[config.mk]
export PLATFORM = sky130hd
export DESIGN_NAME = dtc_status_manager_core
export DESIGN_NICKNAME = d
export VERILOG_FILES = /design/src/rtl/core/dtcsm_pkg.sv /design/src/rtl/core/dtcsm_entry_unit.sv /design/src/rtl/core/dtc_status_manager_core.sv
export SDC_FILE = /design/constraint.sdc
export NUM_CORES = 2
export LEC_CHECK = 0
export BUFFER_PORTS_ARGS = -buffer_cell sky130_fd_sc_hd__buf_2
export CAP_MARGIN = 40
export CORE_ASPECT_RATIO = 1.25
export CORE_MARGIN = 5
export CORE_UTILIZATION = 55
export DETAILED_ROUTE_END_ITERATION = 10
export HOLD_SLACK_MARGIN = 0.06
export PLACE_DENSITY = 0.75
export REMOVE_ABC_BUFFERS = 1
export SETUP_SLACK_MARGIN = 0.1
export SLEW_MARGIN = 40
export SYNTH_ARGS = -nofsm -noshare
export SYNTH_HDL_FRONTEND = slang
export SYNTH_SLANG_ARGS = --single-unit
[constraint.sdc]
create_clock -name clk -period 6.25 [get_ports clk]
set_input_delay 1.25 -clock clk [delete_from_list [all_inputs] [get_ports clk]]
set_output_delay 1.25 -clock clk [all_outputs]
set_load 0.05 [all_outputs]
[src/rtl/core/dtcsm_pkg.sv]
package dtcsm_pkg;

  // action codes
  localparam logic [2:0] ACT_SET_CODE = 3'd0;
  localparam logic [2:0] ACT_TEST     = 3'd1;
  localparam logic [2:0] ACT_FORCE    = 3'd2;
  localparam logic [2:0] ACT_CLEAR    = 3'd3;
  localparam logic [2:0] ACT_READ     = 3'd4;
  localparam logic [2:0] ACT_COUNT    = 3'd5;

  // test result codes
  localparam logic [1:0] RES_PASSED = 2'd0;
  localparam logic [1:0] RES_FAILED = 2'd1;

  // status byte bits
  localparam logic [7:0] ST_TF     = 8'h01;
  localparam logic [7:0] ST_TFTMC  = 8'h02;
  localparam logic [7:0] ST_PDTC   = 8'h04;
  localparam logic [7:0] ST_CDTC   = 8'h08;
  localparam logic [7:0] ST_TNCSLC = 8'h10;
  localparam logic [7:0] ST_TFSLC  = 8'h20;
  localparam logic [7:0] ST_TNCTMC = 8'h40;
  localparam logic [7:0] ST_WIR    = 8'h80;
  localparam logic [7:0] ST_INIT   = 8'h50;

  // register indexes
  localparam logic [2:0] REG_UPDATE_ENABLE = 3'd0;
  localparam logic [2:0] REG_FAIL_STEP     = 3'd1;
  localparam logic [2:0] REG_FAULT_MAX     = 3'd2;
  localparam logic [2:0] REG_CONFIRM_THR   = 3'd3;
  localparam logic [2:0] REG_DEBOUNCE      = 3'd4;
  localparam logic [2:0] REG_AGING_MAX     = 3'd5;
  localparam logic [2:0] REG_AGING_STEP    = 3'd6;

  typedef enum logic [2:0] {
    S_IDLE,
    S_SCAN,
    S_UPDATE,
    S_DONE
  } state_t;

  typedef struct packed {
    logic       update_enable;
    logic [7:0] fail_step;
    logic [15:0] fault_max;
    logic [15:0] confirm_threshold;
    logic [7:0] debounce_cycles;
    logic [7:0] aging_max;
    logic [7:0] aging_step;
  } cfg_t;

  // one table entry
  typedef struct packed {
    logic [23:0] code;
    logic [7:0]  status;
    logic [15:0] fault_count;
    logic [7:0]  debounce;
    logic [7:0]  aging;
    logic [7:0]  occurrences;
    logic [7:0]  since_clear;
    logic [3:0]  slot;
  } entry_t;

  typedef struct packed {
    logic        found;
    logic [7:0]  status_byte;
    logic [15:0] fault_counter;
    logic [7:0]  aging_count;
    logic [7:0]  occurrences;
    logic [7:0]  occurrences_since_clear;
    logic        newly_confirmed;
    logic        snapshot_slot;
    logic [3:0]  match_count;
  } result_t;

endpackage

[src/rtl/core/dtcsm_entry_unit.sv]
// shared entry update unit: applies one action to one entry
module dtcsm_entry_unit #(
  parameter int SNAPSHOT_SLOTS = 2
) (
  input  dtcsm_pkg::cfg_t   cfg,
  input  logic [2:0]        action,
  input  logic [1:0]        test_result,
  input  logic [23:0]       lookup_code,
  input  logic [23:0]       group_mask,
  input  logic [7:0]        count_mask,
  input  dtcsm_pkg::entry_t ent,
  output dtcsm_pkg::entry_t ent_next,
  output logic              hit,
  output logic              newly,
  output logic              snap_bit
);

  localparam logic [3:0] SLOT_LAST = 4'(SNAPSHOT_SLOTS - 1);

  logic [7:0]  st;
  logic [16:0] fsum;
  logic [8:0]  asum;
  logic [15:0] fc;
  logic [7:0]  db;
  logic        nonempty;

  always_comb begin
    ent_next = ent;
    hit      = 1'b0;
    newly    = 1'b0;
    snap_bit = 1'b0;
    st       = ent.status;
    fsum     = '0;
    asum     = '0;
    fc       = ent.fault_count;
    db       = ent.debounce;
    nonempty = (ent.code != '0);
    unique case (action)
      dtcsm_pkg::ACT_SET_CODE: ent_next.code = lookup_code;
      dtcsm_pkg::ACT_FORCE: begin
        if (nonempty) begin
          ent_next.status = (st | dtcsm_pkg::ST_CDTC | dtcsm_pkg::ST_TF |
                             dtcsm_pkg::ST_TFSLC | dtcsm_pkg::ST_TFTMC) &
                            ~(dtcsm_pkg::ST_TNCSLC | dtcsm_pkg::ST_TNCTMC);
          ent_next.occurrences = ent.occurrences + 8'd1;
          ent_next.since_clear = ent.since_clear + 8'd1;
        end
      end
      dtcsm_pkg::ACT_TEST: begin
        if (nonempty) begin
          if (!cfg.update_enable) begin
            if (test_result == dtcsm_pkg::RES_FAILED) st = st | dtcsm_pkg::ST_TFTMC;
            ent_next.status = st & ~dtcsm_pkg::ST_TNCTMC;
          end else if (test_result == dtcsm_pkg::RES_PASSED) begin
            // passed: count down and age confirmed faults
            st = st & ~(dtcsm_pkg::ST_TF | dtcsm_pkg::ST_TNCTMC | dtcsm_pkg::ST_TNCSLC);
            if (fc != '0) fc = fc - 16'd1;
            if ((st & dtcsm_pkg::ST_CDTC) != '0 && ent.aging < cfg.aging_max) begin
              asum = {1'b0, ent.aging} + {1'b0, cfg.aging_step};
              if (asum[8]) asum = 9'd255;
              ent_next.aging = asum[7:0];
              if (asum[7:0] >= cfg.aging_max) begin
                st = st & ~(dtcsm_pkg::ST_CDTC | dtcsm_pkg::ST_WIR);
                fc = '0;
              end
            end
            ent_next.fault_count = fc;
            ent_next.status      = st;
          end else if (test_result == dtcsm_pkg::RES_FAILED) begin
            // failed: count up, debounce, confirm
            st = (st | dtcsm_pkg::ST_TF | dtcsm_pkg::ST_TFTMC | dtcsm_pkg::ST_TFSLC) &
                 ~(dtcsm_pkg::ST_TNCTMC | dtcsm_pkg::ST_TNCSLC);
            if (fc < cfg.fault_max) begin
              fsum = {1'b0, fc} + {9'd0, cfg.fail_step};
              fc   = fsum[16] ? 16'hFFFF : fsum[15:0];
            end
            if ((st & dtcsm_pkg::ST_PDTC) == '0) begin
              if (db != 8'hFF) db = db + 8'd1;
              if (db >= cfg.debounce_cycles) begin
                st = st | dtcsm_pkg::ST_PDTC;
                db = cfg.debounce_cycles;
              end
            end
            if (fc >= cfg.confirm_threshold) begin
              if ((st & dtcsm_pkg::ST_CDTC) == '0) begin
                newly    = 1'b1;
                snap_bit = ent.slot[0];
                ent_next.slot = (ent.slot >= SLOT_LAST) ? 4'd0 : ent.slot + 4'd1;
                st = st | dtcsm_pkg::ST_CDTC | dtcsm_pkg::ST_WIR;
                ent_next.occurrences = ent.occurrences + 8'd1;
                ent_next.since_clear = ent.since_clear + 8'd1;
              end
              ent_next.aging = '0;
            end
            ent_next.fault_count = fc;
            ent_next.debounce    = db;
            ent_next.status      = st;
          end
        end
      end
      dtcsm_pkg::ACT_CLEAR: begin
        if (nonempty && (ent.code & group_mask) != '0) begin
          hit = 1'b1;
          ent_next.status      = dtcsm_pkg::ST_INIT;
          ent_next.debounce    = '0;
          ent_next.fault_count = '0;
          ent_next.since_clear = '0;
          ent_next.aging       = '0;
        end
      end
      dtcsm_pkg::ACT_READ: hit = (lookup_code != '0) && (ent.code == lookup_code);
      dtcsm_pkg::ACT_COUNT: hit = nonempty && ((ent.status & count_mask) != '0);
      default: ;
    endcase
  end

endmodule

[src/rtl/core/dtc_status_manager_core.sv]
// DTC status manager core
// Input channel (valid/ready) carries one action item: action, entry_index,
// lookup_code, test_result, group_mask, count_mask. Output channel (valid/ready)
// returns one result item per input item.
// Table rows are visited one per cycle through a single shared entry update
// unit under a small sequencer. Single-entry actions pass from accept through
// the update state to the done state; clear and count sweep all entries in the
// scan state; read stops at the first matching entry or sweeps all entries
// when nothing matches. One item is in flight at a time and the block returns
// to idle in the cycle after the result is taken, so a new item is accepted
// only once the previous result has been taken.
// The result sits in an output register; while the receiver stalls the block
// holds it and accepts no new item until it is taken.
// Reset (synchronous, rst high) empties all entries, sets status bytes to
// 0x50, zeroes the counters and loads the register defaults, all at once.
// The user must write the configuration registers over the APB port only while
// idle; the block itself does not enforce it. Registers at byte addresses 0..24, step 4.
module dtc_status_manager_core #(
  parameter int ENTRIES        = 8,
  parameter int SNAPSHOT_SLOTS = 2
) (
  input  logic        clk,
  input  logic        rst,
  input  logic        psel,
  input  logic        penable,
  input  logic        pwrite,
  input  logic [4:0]  paddr,
  input  logic [31:0] pwdata,
  output logic [31:0] prdata,
  output logic        pready,
  input  logic        in_valid,
  output logic        in_ready,
  input  logic [2:0]  action,
  input  logic [2:0]  entry_index,
  input  logic [23:0] lookup_code,
  input  logic [1:0]  test_result,
  input  logic [23:0] group_mask,
  input  logic [7:0]  count_mask,
  output logic        out_valid,
  input  logic        out_ready,
  output logic        found,
  output logic [7:0]  status_byte,
  output logic [15:0] fault_counter,
  output logic [7:0]  aging_count,
  output logic [7:0]  occurrences,
  output logic [7:0]  occurrences_since_clear,
  output logic        newly_confirmed,
  output logic        snapshot_slot,
  output logic [3:0]  match_count
);

  localparam int IW = (ENTRIES > 1) ? $clog2(ENTRIES) : 1;
  localparam logic [IW:0] LAST = (IW + 1)'(ENTRIES - 1);

  dtcsm_pkg::cfg_t   cfg;
  dtcsm_pkg::entry_t table_q [ENTRIES];
  dtcsm_pkg::state_t state, state_next;
  dtcsm_pkg::result_t res;

  logic [2:0]  act_q;
  logic [2:0]  idx_q;
  logic [23:0] code_q, grp_q;
  logic [1:0]  tres_q;
  logic [7:0]  smask_q;
  logic [IW:0] ptr;
  logic        idx_ok;

  dtcsm_pkg::entry_t cur, upd;
  logic hit, newly, snap_bit;

  assign pready   = 1'b1;
  assign in_ready = (state == dtcsm_pkg::S_IDLE);
  assign idx_ok   = ({4'd0, idx_q} < 7'(ENTRIES));

  // entry under work
  assign cur = table_q[ptr[IW-1:0]];

  dtcsm_entry_unit #(.SNAPSHOT_SLOTS(SNAPSHOT_SLOTS)) u_unit (
    .cfg(cfg), .action(act_q), .test_result(tres_q), .lookup_code(code_q),
    .group_mask(grp_q), .count_mask(smask_q), .ent(cur), .ent_next(upd),
    .hit(hit), .newly(newly), .snap_bit(snap_bit)
  );

  // configuration registers
  always_ff @(posedge clk) begin
    if (rst) begin
      cfg.update_enable     <= 1'b1;
      cfg.fail_step         <= 8'd2;
      cfg.fault_max         <= 16'd127;
      cfg.confirm_threshold <= 16'd6;
      cfg.debounce_cycles   <= 8'd3;
      cfg.aging_max         <= 8'd40;
      cfg.aging_step        <= 8'd1;
    end else if (psel && penable && pwrite) begin
      unique case (paddr[4:2])
        dtcsm_pkg::REG_UPDATE_ENABLE: cfg.update_enable     <= pwdata[0];
        dtcsm_pkg::REG_FAIL_STEP:     cfg.fail_step         <= pwdata[7:0];
        dtcsm_pkg::REG_FAULT_MAX:     cfg.fault_max         <= pwdata[15:0];
        dtcsm_pkg::REG_CONFIRM_THR:   cfg.confirm_threshold <= pwdata[15:0];
        dtcsm_pkg::REG_DEBOUNCE:      cfg.debounce_cycles   <= pwdata[7:0];
        dtcsm_pkg::REG_AGING_MAX:     cfg.aging_max         <= pwdata[7:0];
        dtcsm_pkg::REG_AGING_STEP:    cfg.aging_step        <= pwdata[7:0];
        default: ;
      endcase
    end
  end

  // register readback
  always_comb begin
    prdata = '0;
    unique case (paddr[4:2])
      dtcsm_pkg::REG_UPDATE_ENABLE: prdata = {31'd0, cfg.update_enable};
      dtcsm_pkg::REG_FAIL_STEP:     prdata = {24'd0, cfg.fail_step};
      dtcsm_pkg::REG_FAULT_MAX:     prdata = {16'd0, cfg.fault_max};
      dtcsm_pkg::REG_CONFIRM_THR:   prdata = {16'd0, cfg.confirm_threshold};
      dtcsm_pkg::REG_DEBOUNCE:      prdata = {24'd0, cfg.debounce_cycles};
      dtcsm_pkg::REG_AGING_MAX:     prdata = {24'd0, cfg.aging_max};
      dtcsm_pkg::REG_AGING_STEP:    prdata = {24'd0, cfg.aging_step};
      default: ;
    endcase
  end

  // next state
  always_comb begin
    state_next = state;
    unique case (state)
      dtcsm_pkg::S_IDLE:
        if (in_valid) begin
          if (action == dtcsm_pkg::ACT_CLEAR || action == dtcsm_pkg::ACT_READ ||
              action == dtcsm_pkg::ACT_COUNT) state_next = dtcsm_pkg::S_SCAN;
          else state_next = dtcsm_pkg::S_UPDATE;
        end
      dtcsm_pkg::S_SCAN:
        if (ptr == LAST || (act_q == dtcsm_pkg::ACT_READ && hit))
          state_next = dtcsm_pkg::S_DONE;
      dtcsm_pkg::S_UPDATE: state_next = dtcsm_pkg::S_DONE;
      dtcsm_pkg::S_DONE: if (out_ready) state_next = dtcsm_pkg::S_IDLE;
      default: state_next = dtcsm_pkg::S_IDLE;
    endcase
  end

  always_ff @(posedge clk) begin
    if (rst) state <= dtcsm_pkg::S_IDLE;
    else     state <= state_next;
  end

  // outputs of the sequencer
  assign out_valid = (state == dtcsm_pkg::S_DONE);

  // item capture, sweep pointer and result
  always_ff @(posedge clk) begin
    if (state == dtcsm_pkg::S_IDLE && in_valid) begin
      act_q   <= action;
      idx_q   <= entry_index;
      code_q  <= lookup_code;
      tres_q  <= test_result;
      grp_q   <= group_mask;
      smask_q <= count_mask;
      res     <= '0;
      if (action == dtcsm_pkg::ACT_CLEAR || action == dtcsm_pkg::ACT_READ ||
          action == dtcsm_pkg::ACT_COUNT) ptr <= '0;
      else ptr <= (IW + 1)'(entry_index);
    end else if (state == dtcsm_pkg::S_SCAN) begin
      ptr <= ptr + 1'b1;
      if (hit) begin
        if (act_q == dtcsm_pkg::ACT_READ) begin
          res.found                   <= 1'b1;
          res.status_byte             <= cur.status;
          res.fault_counter           <= cur.fault_count;
          res.aging_count             <= cur.aging;
          res.occurrences             <= cur.occurrences;
          res.occurrences_since_clear <= cur.since_clear;
        end else if (res.match_count != 4'd15) begin
          res.match_count <= res.match_count + 4'd1;
        end
      end
    end else if (state == dtcsm_pkg::S_UPDATE) begin
      if (idx_ok && act_q <= dtcsm_pkg::ACT_FORCE) begin
        res.status_byte             <= upd.status;
        res.fault_counter           <= upd.fault_count;
        res.aging_count             <= upd.aging;
        res.occurrences             <= upd.occurrences;
        res.occurrences_since_clear <= upd.since_clear;
        res.newly_confirmed         <= newly;
        res.snapshot_slot           <= snap_bit;
      end
    end
  end

  // table write back through the shared unit
  always_ff @(posedge clk) begin
    if (rst) begin
      for (int i = 0; i < ENTRIES; i++) begin
        table_q[i] <= '{status: dtcsm_pkg::ST_INIT, default: '0};
      end
    end else if ((state == dtcsm_pkg::S_UPDATE && idx_ok && act_q <= dtcsm_pkg::ACT_FORCE) ||
                 (state == dtcsm_pkg::S_SCAN && act_q == dtcsm_pkg::ACT_CLEAR)) begin
      table_q[ptr[IW-1:0]] <= upd;
    end
  end

  assign found                   = res.found;
  assign status_byte             = res.status_byte;
  assign fault_counter           = res.fault_counter;
  assign aging_count             = res.aging_count;
  assign occurrences             = res.occurrences;
  assign occurrences_since_clear = res.occurrences_since_clear;
  assign newly_confirmed         = res.newly_confirmed;
  assign snapshot_slot           = res.snapshot_slot;
  assign match_count             = res.match_count;

`ifndef SYNTHESIS
  a_ready_idle: assert property (@(posedge clk) disable iff (rst)
    (out_valid |-> !in_ready)) else $error("ready while result pending");
  a_hold: assert property (@(posedge clk) disable iff (rst)
    (out_valid && !out_ready |=> out_valid && $stable(match_count)))
    else $error("result dropped under stall");
  a_found_zero: assert property (@(posedge clk) disable iff (rst)
    (out_valid && found |-> match_count == 4'd0 && !newly_confirmed))
    else $error("read result mixed with other fields");
`endif

endmodule
# --- Word-level counts from Yosys, hierarchy flattened ---
# Memory sizes are Yosys's and may differ from the RTL's. A register that Yosys moved wholly into a read port is not among the register bits.
# Index checks and enable logic that the tools add are counted.
# W data, S select, Z words.
totals:
  ff_bits: 188
  ramBits: 672
  input_bits: 108
  output_inout_bits: 90
  wordCells: 210
  mem_count: 1
classes:
  addsub: 9
  magnitude_cmp: 7
  n_eq_ne: 27
  muxes: 98
  bitwise_logic: 4
  reduce_logical: 41
mem_list:
  columns: ["name", "depth", "word_bits", "rd", "rd_ports_with_merged_regs", "wr", "line_no", "source"]
  rows:
  - ["table_q", 8, 84, 1, 1, 8, "dtc_status_manager_core.sv:56", "dtcsm_pkg::entry_t table_q [ENTRIES];"]
ops:
  columns: ["cell", "n"]
  rows:
  - ["$mux W8", 29]
  - ["$mux W16", 11]
  - ["$mux W48", 3]
  - ["$mux W60", 2]
  - ["$pmux W16 S7", 1]
  - ["$mux W50", 2]
  - ["$mux W84", 1]
  - ["$reduce_or A84 Y1", 1]
  - ["$reduce_bool A24 Y1", 3]
  - ["$pmux W32 S2", 1]
  - ["$mux W52", 1]
  - ["$mux W24", 2]
  - ["$pmux W8 S3", 2]
  - ["$mux W20", 2]
  - ["$mux W40", 1]
  - ["$mux W28", 1]
  - ["$add A8 B1 Y8 const B", 3]
  - ["$and A24 B24 Y24", 1]
  - ["$eq A24 B24 Y1", 1]
  - ["$mux W3", 8]
  - ["$eq A3 B2 Y1 const B", 7]
  - ["$eq A3 B3 Y1 const B", 7]
  - ["$mux W1", 21]
  - ["$add A16 B8 Y17", 1]
  - ["35 further kinds", 74]

# --- Logic depth before layout (Yosys ltp) ---
depth:
  word_depth: 27
  depth_mapped: 32
  depth_no_buf: 24

# --- Modules after synthesis ---
# A second synthesis with hierarchy kept.
hier_totals:
  cells_unflattened: 3560
  area_unflattened_um2: 44089.8
by_module_without_submodules:
  columns: ["module", "instances", "cells_per_inst", "area_each_um2", "seq_area_each_um2"]
  rows:
  - ["dtc_status_manager_core", 1, 2726, 38420.6, 24633.6]
  - ["dtcsm_entry_unit", 1, 834, 5669.2, 0.0]

# --- Worst setup path before layout ---
# OpenSTA, ideal clock, no wires.
synth_timing:
  path_kind: "reg-to-reg"
  from: "register with a tool-made name"
  to: "memory table_q[0][50] (netlist bit) (data pin)"
  setup_time_ps: 273
  t_arrival_ps: 6425
  required_ps: 5977
  setup_slack_ps: -448
  path_stages_with_launch: 28
  n_path_buf: 8
  synth_period_minus_slack_ps: 6698
  cell_sequence: "dfxtp_1 buf_4 buf_4 buf_4 buf_4 buf_4 buf_4 buf_2 mux4_2 mux2_2 fa_1 a21o_1 a21oi_1 o21bai_1 a21oi_1 o21bai_1 a21oi_1 nand2_1 ha_1 o21a_1 a21oi_1 o31ai_1 nand2_1 buf_2 o221ai_1 a32oi_1 a22oi_1 nor2_1"
synth_lines:
  columns: ["element", "line_no"]
  rows:
  - ["to (decl)", "dtc_status_manager_core.sv:56"]

==> results.cfg <==
[logic_synthesis]
ys_seq_area_share_pct = 57.7
syn_avg_cell_area_um2 = 11.9
synth_top_cell_by_area = edfxtp_1
yosysUniqueCellTypes = 105
synth-async-reset-ratio_pct = 0
netlist_area_mm2 = 0.0427
ys_top_cells_by_area = edfxtp_1 (52%), nor2_1 (6.5%), dfxtp_1 (5.9%)
synth-edff-count = 737
yosys_register_bits = 862
synth_flop_cell = edfxtp_1
yosysTopAreaCellShare_pct = 51.8
yosysWarnings = 0
netlist_instances = 3575

[cells_and_area]
fillers = 5855
seqCellArea_mm2 = 0.0246
drive_above_1_share_pct = 19.6
nets = 4027
area_growth_pct = 14.0
multi_input_area_mm2 = 0.0170

[global_routing]
grt_antenna_before_repair = 1
grt_max_degree = 66
grt.total_usage_pct = 30.1
overflow = 0
grt_first_pass_wirelength_um = 191000
grt_pass1_vias = 31537

[placement]
portBuffers = 162
gp_congestion = 0.967
dp_hpwl_um = 82000

[clocking]
clock-root-buffer = clkbuf_16
cts_tree = built
clkSlewWorstSetupHoldPaths_ps = 60
cts.sinks = 862
worstSkewPairLatency_ps = 660
cts_buffers = 86
htree_levels = 3
clockBufferDepth = 3

[timing]
fin_crit_ps = 5940
setup_viol = 0
max_slew_margin_pct = 38.6
drv_slew = 0
fmax_mhz = 168
rsz0062_at_grt = no
tns_ps = 0
worst_slew_pin_slew_ps = 919
fin_crit_sh_pct = 95.0
finalHoldViolCount = 0
skew_ps = 37.9

[power]
ir_drop_mv = 0.262
p_leak_nw = 18.1
power_mw = 23.3
p_per_area_mw_per_mm2 = 478

[die]
die_w_um = 259
pin_count = 198
die_area_mm2 = 0.0834
initial_core_util_pct = 55.4
dieHeight_um = 322
core_mm2 = 0.0772
row_count = 114

[route]
drt_wl_total_um = 128000
vias = 31695
drtPass1Iterations = 6
drt-vias-per-instance = 6.41
drcViolationCount = 0
drt_iter0_drc = 4453
ant_nets = 0
wl_per_cell_um = 25.9

[outcome]
status = finished, final reports clean

[job]
max-cap-violations = 0

[worst_setup_path]
crit_path_end_kind = register
cp-start-kind = register
crit_arrival_ps = 6440
crit_type = register to register
cp.required_ps = 6750
cp_max_fo = 14

[min_path]
hp-class = register to register
==> synth_stat cells (all sizes together), types with 41 or more instances <==
cell type / count
nand4: 43
a21oi: 164
clkbuf: 118
mux2i: 177
nand2: 199
buf: 110
nand3: 83
mux2: 41
ha: 84
dfxtp: 125
inv: 98
nor2: 747
edfxtp: 737
o21ai: 117
mux4: 124
a22oi: 63
nor3: 51
==> final cells by class <==
| type | instances | area share (%) |
|---|---|---|
| Timing Repair Buffer | 383 | 5.46 |
| Clock buffer | 110 | 4.77 |
| Clock inverter | 47 | 0.771 |
| Multi-Input combinational cell | 2400 | 34.9 |
| Inverter | 100 | 0.776 |
| Sequential cell | 862 | 50.6 |
| Antenna cell | 2 | 0.0103 |
| Tap cell | 1044 | 2.68 |
==> flip-flops by register name, summed over array words and instances (netlist names), named ones only <==
name / flops
table_q: 672
cfg: 65
code_q: 24
grp_q: 24
fault_counter: 16
aging_count: 8
occurrences: 8
occurrences_since_clear: 8
smask_q: 8
status_byte: 8
match_count: 4
ptr: 4
act_q: 3
state: 2
tres_q: 2
found: 1
newly_confirmed: 1
snapshot_slot: 1
==> cell usage in the layout, fill, tap and decap left out, drive strengths merged, types with 35 or more instances in the layout <==
master  netlist  layout
ha           84      84
clkbuf      118     110
mux2         41      41
edfxtp      737     737
dfxtp       125     125
nand2       199     199
a22oi        63      63
o21ai       117     117
inv          98     100
clkinv        2      35
nand3        83      83
mux2i       177     177
mux4        124     124
nor2        747     747
nand4        43      43
nor3         51      51
buf         110     383
a21oi       164     164
==> logic make-up after synthesis <==
| logic type | Yosys count | share of synthesized area (%) |
|---|---|---|
| flip-flops | 862 | 57.7 |
| buffers and inverters | 328 | 3.64 |
| multiplexers | 342 | 12.1 |
| adder cells (fa/ha/maj) | 86 | 2.55 |
| XOR/XNOR | 30 | 0.615 |
| other | 2 | 0.0176 |
| AO/OA/AOI/OAI | 615 | 9.71 |
| AND/OR/NAND/NOR | 1310 | 13.7 |
==> layer usage <==
metal	vias up	global-route usage, %	routed length [um]
li1	13877	-	-
met1	15486	37.4	45500
met2	1909	50.7	62400
met3	423	5.22	12600
met4	0	15.9	7860
met5	-	0	0
==> what timing repair did <==
action	CTS	global route
setup buffers	3	6
pin swaps	0	7
setup endpoints to repair	192	358
hold buffers	0	0
resized for setup	4	47
==> stage by stage <==
step / cells / hold slack, ps / instance area, um2 / util (%) / setup WS [ps]
global placement: 4780 / 440 / 45600 / 59.1 / -18.1
global route: 4946 / 490 / 48700 / 63.1 / 56.6
detailed placement: 4780 / 460 / 45700 / 59.2 / -140
floorplan: 3362 / 443 / 41600 / - / -6010
CTS: 4940 / 473 / 48500 / 62.8 / 127
finish: 4948 / 474 / 48700 / 63.1 / 314
==> worst paths after layout <==
kind         slack (ps)     start             end  depth (start not counted)
min reg2reg         470   cfg[52]         cfg[52]                          2
max                 310  register  table_q[0][51]                         27
min                 470   cfg[52]         cfg[52]                          2
max reg2reg         310  register  table_q[0][51]                         27
==> where the power goes <==
group	internal, mW	switching (mW)	leakage, nW
sequential	6.79	0.352	8.52
combinational	4.18	6.96	8.30
clock	2.80	2.20	1.31
==> worst max-delay path, cell delays in order (launching register included) <==
cell	delay, ps
dfxtp_4	360
buf_12	170
buf_12	180
mux4_1	560
mux2_2	310
ha_1	230
fa_1	440
a21o_1	190
a21oi_2	170
o21bai_1	90
a21oi_2	140
o21bai_1	110
buf_4	160
a211oi_1	230
inv_1	130
ha_1	310
a211oi_1	270
nor2_1	60
nor2_1	100
o31ai_1	90
buf_4	170
buf_4	150
and2_1	160
buf_4	130
o2111ai_1	260
o221ai_2	170
o22a_4	300
nor2_2	110
No activity file was read; power rests on OpenSTA's default activity.
